===== src/design/dsrsc_pkg.sv =====
package dsrsc_pkg;

  localparam int unsigned SPEED_W = 8;
  localparam int unsigned SERVO_W = 12;
  localparam int unsigned PULSE_W = 16;
  localparam int unsigned TIME_W  = 16;
  localparam int unsigned LEVEL_W = 8;
  localparam int unsigned CFG_IDX_W  = 3;
  localparam int unsigned CFG_DATA_W = 12;

  localparam logic signed [SPEED_W-1:0] SPEED_MAX = 8'sd100;
  localparam logic signed [SPEED_W-1:0] SPEED_MIN = -8'sd100;
  localparam logic [6:0] LEVEL_MAX = 7'd100;

  // Division of the turn product by 100 through a scaled reciprocal.
  localparam int unsigned PROD_W   = 19;
  localparam int unsigned RECIP_W  = 20;
  localparam int unsigned RECIP_SH = 26;
  localparam logic [RECIP_W-1:0] RECIP_K = 20'd671089;

  localparam logic [7:0]         ACCEL_RST     = 8'd5;
  localparam logic [7:0]         DECEL_RST     = 8'd10;
  localparam logic [7:0]         MIN_CHG_RST   = 8'd1;
  localparam logic [SERVO_W-1:0] LEFT_RST      = 12'd1000;
  localparam logic [SERVO_W-1:0] CENTER_RST    = 12'd1500;
  localparam logic [SERVO_W-1:0] RIGHT_RST     = 12'd2000;
  localparam logic [SERVO_W-1:0] DEADBAND_RST  = 12'd5;

  typedef enum logic [2:0] {
    CMD_TICK     = 3'd0,
    CMD_STRAIGHT = 3'd1,
    CMD_PULSE    = 3'd2,
    CMD_LEFT     = 3'd3,
    CMD_RIGHT    = 3'd4,
    CMD_STOP     = 3'd5,
    CMD_STEER    = 3'd6
  } cmd_t;

  typedef enum logic [1:0] {
    MA_NONE = 2'd0,
    MA_SET  = 2'd1,
    MA_STOP = 2'd2
  } mact_t;

  typedef enum logic [CFG_IDX_W-1:0] {
    CFG_ACCEL    = 3'd0,
    CFG_DECEL    = 3'd1,
    CFG_MIN_CHG  = 3'd2,
    CFG_LEFT     = 3'd3,
    CFG_CENTER   = 3'd4,
    CFG_RIGHT    = 3'd5,
    CFG_DEADBAND = 3'd6,
    CFG_DIRECT   = 3'd7
  } cfg_idx_t;

  typedef struct packed {
    logic [2:0]                command;
    logic signed [SPEED_W-1:0] speed;
    logic [LEVEL_W-1:0]        turn_level;
    logic [PULSE_W-1:0]        pulse;
    logic                      link_fault;
  } in_item_t;

  typedef struct packed {
    logic [1:0]                motor_action;
    logic signed [SPEED_W-1:0] motor_speed;
    logic                      servo_write;
    logic [SERVO_W-1:0]        servo_pulse;
    logic [TIME_W-1:0]         servo_time_ms;
    logic signed [SPEED_W-1:0] ramp_speed;
  } out_item_t;

endpackage


===== src/design/drive_speed_ramp_steering_cmd.sv =====
// Channel  Direction  Handshake             Payload
// in_      input      in_valid / in_stall   dsrsc_pkg::in_item_t
// out_     output     out_valid / out_stall dsrsc_pkg::out_item_t
// cfg_     input      cfg_we                cfg_index, cfg_wdata
//
// One command per cycle is taken while in_stall is low, first into the input register.
// The turn product is formed ahead of the input register, and the divide by 100, clamps,
// ramp and write decisions sit between the input register and the result register.
// Reset is synchronous and active low; it restores the register defaults and the state.
// A stalled result holds the result register; the input register still fills behind it.
module drive_speed_ramp_steering_cmd #(
  parameter logic [15:0] CENTER_MOVE_MS = 16'd200,
  parameter logic [15:0] TURN_MOVE_MS   = 16'd200,
  parameter logic [15:0] STEER_MOVE_MS  = 16'd500
) (
  input  logic                                  clk,
  input  logic                                  rst_n,
  input  logic                                  in_valid,
  output logic                                  in_stall,
  input  dsrsc_pkg::in_item_t                   in_data,
  output logic                                  out_valid,
  input  logic                                  out_stall,
  output dsrsc_pkg::out_item_t                  out_data,
  input  logic                                  cfg_we,
  input  logic [dsrsc_pkg::CFG_IDX_W-1:0]       cfg_index,
  input  logic [dsrsc_pkg::CFG_DATA_W-1:0]      cfg_wdata
);

  localparam int unsigned SW = dsrsc_pkg::SERVO_W;
  localparam int unsigned PW = dsrsc_pkg::PROD_W;

  logic [7:0]    accel_r, decel_r, min_chg_r;
  logic [SW-1:0] left_r, center_r, right_r, deadband_r;
  logic          direct_r;

  logic signed [7:0] target_r, ramp_r, last_motor_r;
  logic              motor_valid_r;
  logic [SW-1:0]     last_servo_r;
  logic              servo_valid_r;

  logic                 a_valid_r;
  dsrsc_pkg::in_item_t  a_data_r;
  logic [PW-1:0]        a_mag_r;
  logic                 a_neg_r;

  logic                 out_valid_r;
  dsrsc_pkg::out_item_t out_data_r;

  logic in_acc, out_load;

  always_ff @(posedge clk) begin
    if (!rst_n) begin
      accel_r    <= dsrsc_pkg::ACCEL_RST;
      decel_r    <= dsrsc_pkg::DECEL_RST;
      min_chg_r  <= dsrsc_pkg::MIN_CHG_RST;
      left_r     <= dsrsc_pkg::LEFT_RST;
      center_r   <= dsrsc_pkg::CENTER_RST;
      right_r    <= dsrsc_pkg::RIGHT_RST;
      deadband_r <= dsrsc_pkg::DEADBAND_RST;
      direct_r   <= 1'b1;
    end else if (cfg_we) begin
      unique case (dsrsc_pkg::cfg_idx_t'(cfg_index))
        dsrsc_pkg::CFG_ACCEL:    accel_r    <= cfg_wdata[7:0];
        dsrsc_pkg::CFG_DECEL:    decel_r    <= cfg_wdata[7:0];
        dsrsc_pkg::CFG_MIN_CHG:  min_chg_r  <= cfg_wdata[7:0];
        dsrsc_pkg::CFG_LEFT:     left_r     <= cfg_wdata[SW-1:0];
        dsrsc_pkg::CFG_CENTER:   center_r   <= cfg_wdata[SW-1:0];
        dsrsc_pkg::CFG_RIGHT:    right_r    <= cfg_wdata[SW-1:0];
        dsrsc_pkg::CFG_DEADBAND: deadband_r <= cfg_wdata[SW-1:0];
        dsrsc_pkg::CFG_DIRECT:   direct_r   <= cfg_wdata[0];
      endcase
    end
  end

  // Handshake between the two register stages.
  assign out_load  = a_valid_r && (!out_valid_r || !out_stall);
  assign in_stall  = a_valid_r && !out_load;
  assign in_acc    = in_valid && !in_stall;
  assign out_valid = out_valid_r;
  assign out_data  = out_data_r;

  // Turn span times saturated level, taken ahead of the input register.
  logic [6:0]          lvl_sat;
  logic signed [13:0]  span;
  logic [SW-1:0]       span_mag;
  logic [PW-1:0]       mag_nxt;

  always_comb begin
    lvl_sat = (in_data.turn_level > 8'(dsrsc_pkg::LEVEL_MAX)) ? dsrsc_pkg::LEVEL_MAX
                                                              : in_data.turn_level[6:0];
    if (in_data.command == dsrsc_pkg::CMD_RIGHT) begin
      span = signed'({2'b00, right_r}) - signed'({2'b00, center_r});
    end else begin
      span = signed'({2'b00, center_r}) - signed'({2'b00, left_r});
    end
    span_mag = span[13] ? SW'(-span) : span[SW-1:0];
    mag_nxt  = PW'(span_mag * lvl_sat);
  end

  always_ff @(posedge clk) begin
    if (!rst_n) begin
      a_valid_r <= 1'b0;
    end else if (in_acc) begin
      a_valid_r <= 1'b1;
    end else if (out_load) begin
      a_valid_r <= 1'b0;
    end
  end

  always_ff @(posedge clk) begin
    if (in_acc) begin
      a_data_r <= in_data;
      a_mag_r  <= mag_nxt;
      a_neg_r  <= span[13];
    end
  end

  // Servo path.
  logic [PW+dsrsc_pkg::RECIP_W-1:0] q_prod;
  logic [SW-1:0]        q_mag;
  logic signed [14:0]   q_s, turn_r15;
  logic [15:0]          turn_p, req_p, clamp1;
  logic [SW-1:0]        servo_p, servo_diff;
  logic                 servo_req, servo_do;
  logic [15:0]          servo_time;
  logic                 is_left;

  always_comb begin
    q_prod   = a_mag_r * dsrsc_pkg::RECIP_K;
    q_mag    = q_prod[dsrsc_pkg::RECIP_SH +: SW];
    q_s      = a_neg_r ? -signed'({3'b000, q_mag}) : signed'({3'b000, q_mag});
    is_left  = (a_data_r.command == dsrsc_pkg::CMD_LEFT);
    turn_r15 = is_left ? (signed'({3'b000, center_r}) - q_s)
                       : (signed'({3'b000, center_r}) + q_s);
    turn_p   = 16'(turn_r15);

    servo_req  = 1'b1;
    req_p      = {4'b0000, center_r};
    servo_time = CENTER_MOVE_MS;
    unique case (a_data_r.command)
      dsrsc_pkg::CMD_STRAIGHT, dsrsc_pkg::CMD_STOP: begin
        req_p      = {4'b0000, center_r};
        servo_time = CENTER_MOVE_MS;
      end
      dsrsc_pkg::CMD_PULSE: begin
        req_p      = a_data_r.pulse;
        servo_time = TURN_MOVE_MS;
      end
      dsrsc_pkg::CMD_LEFT, dsrsc_pkg::CMD_RIGHT: begin
        req_p      = turn_p;
        servo_time = TURN_MOVE_MS;
      end
      dsrsc_pkg::CMD_STEER: begin
        req_p      = a_data_r.pulse;
        servo_time = STEER_MOVE_MS;
      end
      default: begin
        servo_req = 1'b0;
      end
    endcase

    // The left bound is applied first, so the result never exceeds the right bound.
    clamp1     = (req_p < {4'b0000, left_r}) ? {4'b0000, left_r} : req_p;
    servo_p    = (clamp1 > {4'b0000, right_r}) ? right_r : clamp1[SW-1:0];
    servo_diff = (servo_p > last_servo_r) ? (servo_p - last_servo_r)
                                          : (last_servo_r - servo_p);
    servo_do   = servo_req && (!servo_valid_r || servo_diff >= deadband_r);
  end

  // Motor path.
  logic signed [7:0] spd_sat, ramp_nxt, motor_s;
  logic signed [9:0] cur10, tgt10, step10, up10, dn10;
  logic              decel_sel, motor_req, mvalid_eff, motor_do;
  logic signed [8:0] mdiff_s;
  logic [8:0]        mdiff;
  logic              is_go;

  always_comb begin
    if (a_data_r.speed > dsrsc_pkg::SPEED_MAX) begin
      spd_sat = dsrsc_pkg::SPEED_MAX;
    end else if (a_data_r.speed < dsrsc_pkg::SPEED_MIN) begin
      spd_sat = dsrsc_pkg::SPEED_MIN;
    end else begin
      spd_sat = a_data_r.speed;
    end

    cur10     = 10'(ramp_r);
    tgt10     = 10'(target_r);
    decel_sel = (target_r == 8'sd0) || ((ramp_r > 8'sd0) != (target_r > 8'sd0));
    step10    = signed'({2'b00, (decel_sel ? decel_r : accel_r)});
    up10      = cur10 + step10;
    dn10      = cur10 - step10;
    if (ramp_r == target_r) begin
      ramp_nxt = ramp_r;
    end else if (target_r > ramp_r) begin
      ramp_nxt = (up10 > tgt10) ? target_r : up10[7:0];
    end else begin
      ramp_nxt = (dn10 < tgt10) ? target_r : dn10[7:0];
    end

    is_go = (a_data_r.command == dsrsc_pkg::CMD_STRAIGHT) ||
            (a_data_r.command == dsrsc_pkg::CMD_PULSE) ||
            (a_data_r.command == dsrsc_pkg::CMD_LEFT) ||
            (a_data_r.command == dsrsc_pkg::CMD_RIGHT);

    motor_req  = 1'b0;
    motor_s    = 8'sd0;
    mvalid_eff = motor_valid_r;
    if (a_data_r.command == dsrsc_pkg::CMD_TICK) begin
      motor_req = 1'b1;
      motor_s   = ramp_nxt;
    end else if (is_go) begin
      motor_req = direct_r;
      motor_s   = spd_sat;
    end else if (a_data_r.command == dsrsc_pkg::CMD_STOP) begin
      motor_req  = 1'b1;
      mvalid_eff = 1'b0;
    end

    mdiff_s  = 9'(motor_s) - 9'(last_motor_r);
    mdiff    = mdiff_s[8] ? 9'(-mdiff_s) : mdiff_s;
    motor_do = motor_req && (!mvalid_eff || mdiff >= {1'b0, min_chg_r});
  end

  // State update and result, both on the move into the result register.
  logic signed [7:0] target_nxt, ramp_sp_nxt, last_motor_nxt;
  logic              motor_valid_nxt;
  logic [SW-1:0]     last_servo_nxt;
  logic              servo_valid_nxt;
  dsrsc_pkg::out_item_t res_nxt;

  always_comb begin
    target_nxt      = target_r;
    ramp_sp_nxt     = ramp_r;
    last_motor_nxt  = last_motor_r;
    motor_valid_nxt = mvalid_eff;
    last_servo_nxt  = last_servo_r;
    servo_valid_nxt = servo_valid_r;

    if (a_data_r.command == dsrsc_pkg::CMD_TICK) begin
      ramp_sp_nxt = ramp_nxt;
    end else if (is_go) begin
      target_nxt = spd_sat;
      if (direct_r) begin
        ramp_sp_nxt = spd_sat;
      end
    end else if (a_data_r.command == dsrsc_pkg::CMD_STOP) begin
      target_nxt  = 8'sd0;
      ramp_sp_nxt = 8'sd0;
    end

    if (motor_do) begin
      if (a_data_r.link_fault) begin
        motor_valid_nxt = 1'b0;
      end else begin
        last_motor_nxt  = motor_s;
        motor_valid_nxt = 1'b1;
      end
    end
    if (a_data_r.command == dsrsc_pkg::CMD_STOP) begin
      last_motor_nxt = 8'sd0;
    end

    if (servo_do) begin
      last_servo_nxt  = servo_p;
      servo_valid_nxt = 1'b1;
    end

    res_nxt.motor_action  = motor_do ? ((motor_s == 8'sd0) ? dsrsc_pkg::MA_STOP
                                                           : dsrsc_pkg::MA_SET)
                                     : dsrsc_pkg::MA_NONE;
    res_nxt.motor_speed   = motor_do ? motor_s : 8'sd0;
    res_nxt.servo_write   = servo_do;
    res_nxt.servo_pulse   = servo_do ? servo_p : '0;
    res_nxt.servo_time_ms = servo_do ? servo_time : '0;
    res_nxt.ramp_speed    = ramp_sp_nxt;
  end

  always_ff @(posedge clk) begin
    if (!rst_n) begin
      target_r      <= 8'sd0;
      ramp_r        <= 8'sd0;
      last_motor_r  <= 8'sd0;
      motor_valid_r <= 1'b0;
      last_servo_r  <= dsrsc_pkg::CENTER_RST;
      servo_valid_r <= 1'b0;
      out_valid_r   <= 1'b0;
    end else begin
      if (out_load) begin
        target_r      <= target_nxt;
        ramp_r        <= ramp_sp_nxt;
        last_motor_r  <= last_motor_nxt;
        motor_valid_r <= motor_valid_nxt;
        last_servo_r  <= last_servo_nxt;
        servo_valid_r <= servo_valid_nxt;
        out_valid_r   <= 1'b1;
      end else if (!out_stall) begin
        out_valid_r   <= 1'b0;
      end
    end
  end

  always_ff @(posedge clk) begin
    if (out_load) begin
      out_data_r <= res_nxt;
    end
  end

`ifndef SYNTHESIS
  a_ramp_range: assert property (@(posedge clk) disable iff (!rst_n)
    out_valid_r |-> (out_data_r.ramp_speed <= dsrsc_pkg::SPEED_MAX &&
                     out_data_r.ramp_speed >= dsrsc_pkg::SPEED_MIN))
    else $error("ramp speed outside its range");

  a_set_nonzero: assert property (@(posedge clk) disable iff (!rst_n)
    (out_valid_r && out_data_r.motor_action == dsrsc_pkg::MA_SET) |->
      (out_data_r.motor_speed != 8'sd0))
    else $error("set speed write carries a zero speed");

  a_stop_clears: assert property (@(posedge clk) disable iff (!rst_n)
    (out_load && a_data_r.command == dsrsc_pkg::CMD_STOP) |=>
      (last_motor_r == 8'sd0 && ramp_r == 8'sd0 && target_r == 8'sd0 &&
       out_data_r.motor_action == dsrsc_pkg::MA_STOP))
    else $error("stop transfer did not clear the motor state");

  a_no_servo_fields: assert property (@(posedge clk) disable iff (!rst_n)
    (out_valid_r && !out_data_r.servo_write) |->
      (out_data_r.servo_pulse == '0 && out_data_r.servo_time_ms == '0))
    else $error("servo fields set without a servo write");
`endif

endmodule


===== config.mk =====
export PLATFORM = sky130hd
export DESIGN_NAME = drive_speed_ramp_steering_cmd
export DESIGN_NICKNAME = d
export VERILOG_FILES = /design/src/design/dsrsc_pkg.sv /design/src/design/drive_speed_ramp_steering_cmd.sv
export SDC_FILE = /design/constraint.sdc
export NUM_CORES = 1
export LEC_CHECK = 0
export BUFFER_PORTS_ARGS = -buffer_cell sky130_fd_sc_hd__buf_2
export CORE_ASPECT_RATIO = 1.1
export CORE_UTILIZATION = 55
export DETAILED_ROUTE_END_ITERATION = 10
export GPL_TIMING_DRIVEN = 0
export PLACE_DENSITY = 0.72
export SYNTH_ARGS = -nofsm -noshare
export SYNTH_HDL_FRONTEND = slang
export SYNTH_SLANG_ARGS = --single-unit

===== constraint.sdc =====
create_clock -name clk -period 36.1 [get_ports clk]
set_input_delay 0 -clock clk [delete_from_list [all_inputs] [get_ports clk]]
set_output_delay 0 -clock clk [all_outputs]
set_load 0.02 [all_outputs]

==> results.json <==
{
  "status": "finished, violations left",
  "violations": "capacitance limit",
  "grt_pass1_wl_um": 106200,
  "slew_headroom": 0.02697,
  "yosysSeqAreaShare": 0.1961,
  "critPathMaxStageDelay_ns": 0.99,
  "layout.cells.non_filler": 3579,
  "rsz0062_at_grt": "false",
  "antenna_cells": 0,
  "synth_top_area_cell": "ha_1",
  "synth_area_leaders": "ha_1 19%, fa_1 15%, edfxtp_1 10%, dfxtp_1 9.4%, inv_1 7.3%",
  "cp_data_arrival_time_ns": 22.07,
  "die_area_um2": 44640,
  "crit_type": "flop to flop",
  "synth_top_family_by_area": "adder cells",
  "rows": 80,
  "hp-class": "input port to flop",
  "synth_xor_area_frac": 0.03927,
  "cpMaxStageDelayCell": "a2111oi_1",
  "clk_transition_reported_paths_ns": 0.08,
  "initial_core_util": 0.5570,
  "slew_violations": 0,
  "yosys.area_share.simple": 0.1434,
  "vias_per_cell": 5.792,
  "synth_top_cell_area_share": 0.1854,
  "multi_input_area_um2": 17230,
  "fillers": 3843,
  "cp-end-kind": "flop",
  "worstMarginPinSlew_ns": 1.423,
  "worst_path_most_repeated_cell": "a21o_1",
  "dr.pass1.iters": 6,
  "synth_flop_cell": "dfxtp_1",
  "overflow": 0,
  "drv_cap": 1,
  "syn-cell-area_um2": 24090,
  "dp_cells": 3499,
  "final_nets": 3586,
  "grt_pass1_vias": 20884,
  "register_area_um2": 4725,
  "wire_per_inst_um": 18.29,
  "cts.sinks": 195,
  "dp_hpwl_um": 53520,
  "avgSynthCellArea_um2": 8.526,
  "io_pins": 105,
  "fin_ws_ns": 14.24,
  "max_freq_mhz": 45.74,
  "clock_latency_ns": 0.53,
  "skew_ns": 0.03764,
  "cts_setup_buffers": 0,
  "die-width_um": 201.5,
  "grt_antenna_before_repair": 0,
  "place_ws_ns": 14.73,
  "antenna_left": 0,
  "finalCriticalPeriod_ns": 21.86,
  "vias": 20731,
  "synth.mux.area_fraction": 0.01745,
  "core_um2": 43240,
  "worstPathMaxFanout": 10,
  "htree_num_levels": 4,
  "cts_tree": "done",
  "routed_wirelength_um": 65450,
  "synthAdderAreaFrac": 0.3359,
  "drtIter0Drc": 1701,
  "hold_violations": 0,
  "finalSetupTns_ns": 0,
  "period_share": 0.6057,
  "yosysWarnings": 0,
  "grt_max_degree": 37,
  "setup_viol": 0,
  "drc": 0,
  "synth_cell_type_count": 90,
  "drive_above_1_share": 0.06556,
  "synth_edf_count": 82,
  "synth_seq_cells": 195,
  "io_buffers": 91,
  "postSynthCellCount": 2825,
  "die_y_um": 221.5,
  "clock_path_buffers": 2,
  "crit_required_ns": 36.31,
  "synth_compound_area_frac": 0.1775,
  "cts-root-buf": "clkbuf_16",
  "cts_buffers": 17,
  "synth-async-reset-ratio": 0,
  "area_growth_pct": 9.600,
  "gp_routability_congestion": 0.9882,
  "track_usage": 0.3007,
  "start_kind": "flop"
}
==> sequential cells by signal (all words and copies together) (netlist names) <==
register / cells
right_r: 12
servo_valid_r: 1
ramp_r: 8
motor_valid_r: 1
a_data_r: 28
min_chg_r: 8
target_r: 8
decel_r: 8
a_valid_r: 1
center_r: 12
out_data: 34
accel_r: 8
last_motor_r: 8
out_valid: 1
a_neg_r: 1
deadband_r: 12
direct_r: 1
last_servo_r: 12
a_mag_r: 19
left_r: 12
==> layer usage <==
layer	vias to the layer above	routed length, µm	track usage
li1	9948	-	-
met1	9958	28760	0.3937
met2	687	30910	0.5033
met3	138	3726	0.04330
met4	0	2051	0.1109
met5	-	0	0
==> through the flow <==
stage | instance area (µm²) | util | hold WS (ns)
finish | 26400 | 0.6105 | 0.09030
detailed placement | 25320 | 0.5855 | 0.1781
CTS | 26390 | 0.6102 | 0.04008
global placement | 25290 | 0.5849 | 0.1768
global route | 26400 | 0.6105 | 0.1320
floorplan | 24120 | - | 0.09887
==> timing repair <==
| item | 4_1_cts | 5_1_grt |
|---|---|---|
| hold buffers | 47 | 0 |
| setup endpoints to repair | 0 | 0 |
| hold endpoints to repair | 107 | 0 |
| gates resized for setup | 0 | 0 |
==> Yosys cell counts, types with 17 or more instances <==
cell / number
nor2_1: 167
xor2_1: 28
and3_1: 17
a21oi_1: 199
nor2b_1: 41
clkbuf_1: 58
o21ai_0: 98
edfxtp_1: 82
nand2b_1: 17
xnor2_1: 80
o21a_1: 44
a31oi_1: 18
and2_1: 25
inv_1: 466
a211oi_1: 28
a21o_1: 40
fa_1: 181
nand4_1: 20
nand2_1: 286
o21bai_1: 24
nor3_1: 34
ha_1: 357
dfxtp_1: 113
o211ai_1: 41
nand3_1: 50
or3_1: 20
==> final timing paths <==
kind             endpoint  slack, ns          from  cells past startpoint
max          out_data[30]      14.24    a_mag_r[8]                     83
min            a_mag_r[1]       0.09   in_data[18]                      4
max reg2reg  out_data[30]      14.24    a_mag_r[8]                     83
min reg2reg  min_chg_r[7]       0.46  min_chg_r[7]                      2
==> cell families (layout without fill, tap and decap cells) <==
family	after synthesis	after routing
DFF	195	195
adders and majority gates	538	538
other	1	9
and+or+nand+nor	739	739
muxes	39	39
AOI/OAI and AO/OA	648	648
xor gates and xnor gates	108	108
buffers and inverters	557	729
==> critical path, delay by kind of cell (launching register included) <==
family	cells	cell delay, ns
compound gates	35	8.22
fa+ha+maj	13	5.27
simple gates	18	2.97
buf+inv	11	2.92
xor+xnor	4	0.85
flops	1	0.77
mux	2	0.59
==> cells in the final DEF, fill, tap and decap left out, types with 18 or more instances in the layout <==
cell	netlist	layout
a21oi_1	199	199
nand4_1	20	20
and2_1	25	25
nor3_1	34	34
a31oi_1	18	18
nor2_1	167	167
dlygate4sd3_1	0	47
xnor2_1	80	80
dfxtp_1	113	113
nand2_1	286	286
o21bai_1	24	24
ha_1	357	357
a211oi_1	28	28
clkbuf_1	58	59
buf_2	5	96
inv_1	466	465
xor2_1	28	28
fa_1	181	181
edfxtp_1	82	82
nand3_1	50	50
o21a_1	44	44
nor2b_1	41	40
o21ai_0	98	98
o211ai_1	41	41
a21o_1	40	40
or3_1	20	20
==> area by class of cell <==
| cell class | instances | area share |
|---|---|---|
| sequential | 195 | 0.1790 |
| buffer | 90 | 0.01588 |
| multi-input combinational | 2081 | 0.6526 |
| clock inverter | 14 | 0.006351 |
| tap | 574 | 0.02721 |
| inverter | 467 | 0.06640 |
| clock buffer | 18 | 0.01626 |
| timing repair buffer | 140 | 0.03630 |
Power is not shown: default switching activity piles up to over one toggle a cycle in this logic, so the estimate is an artifact.
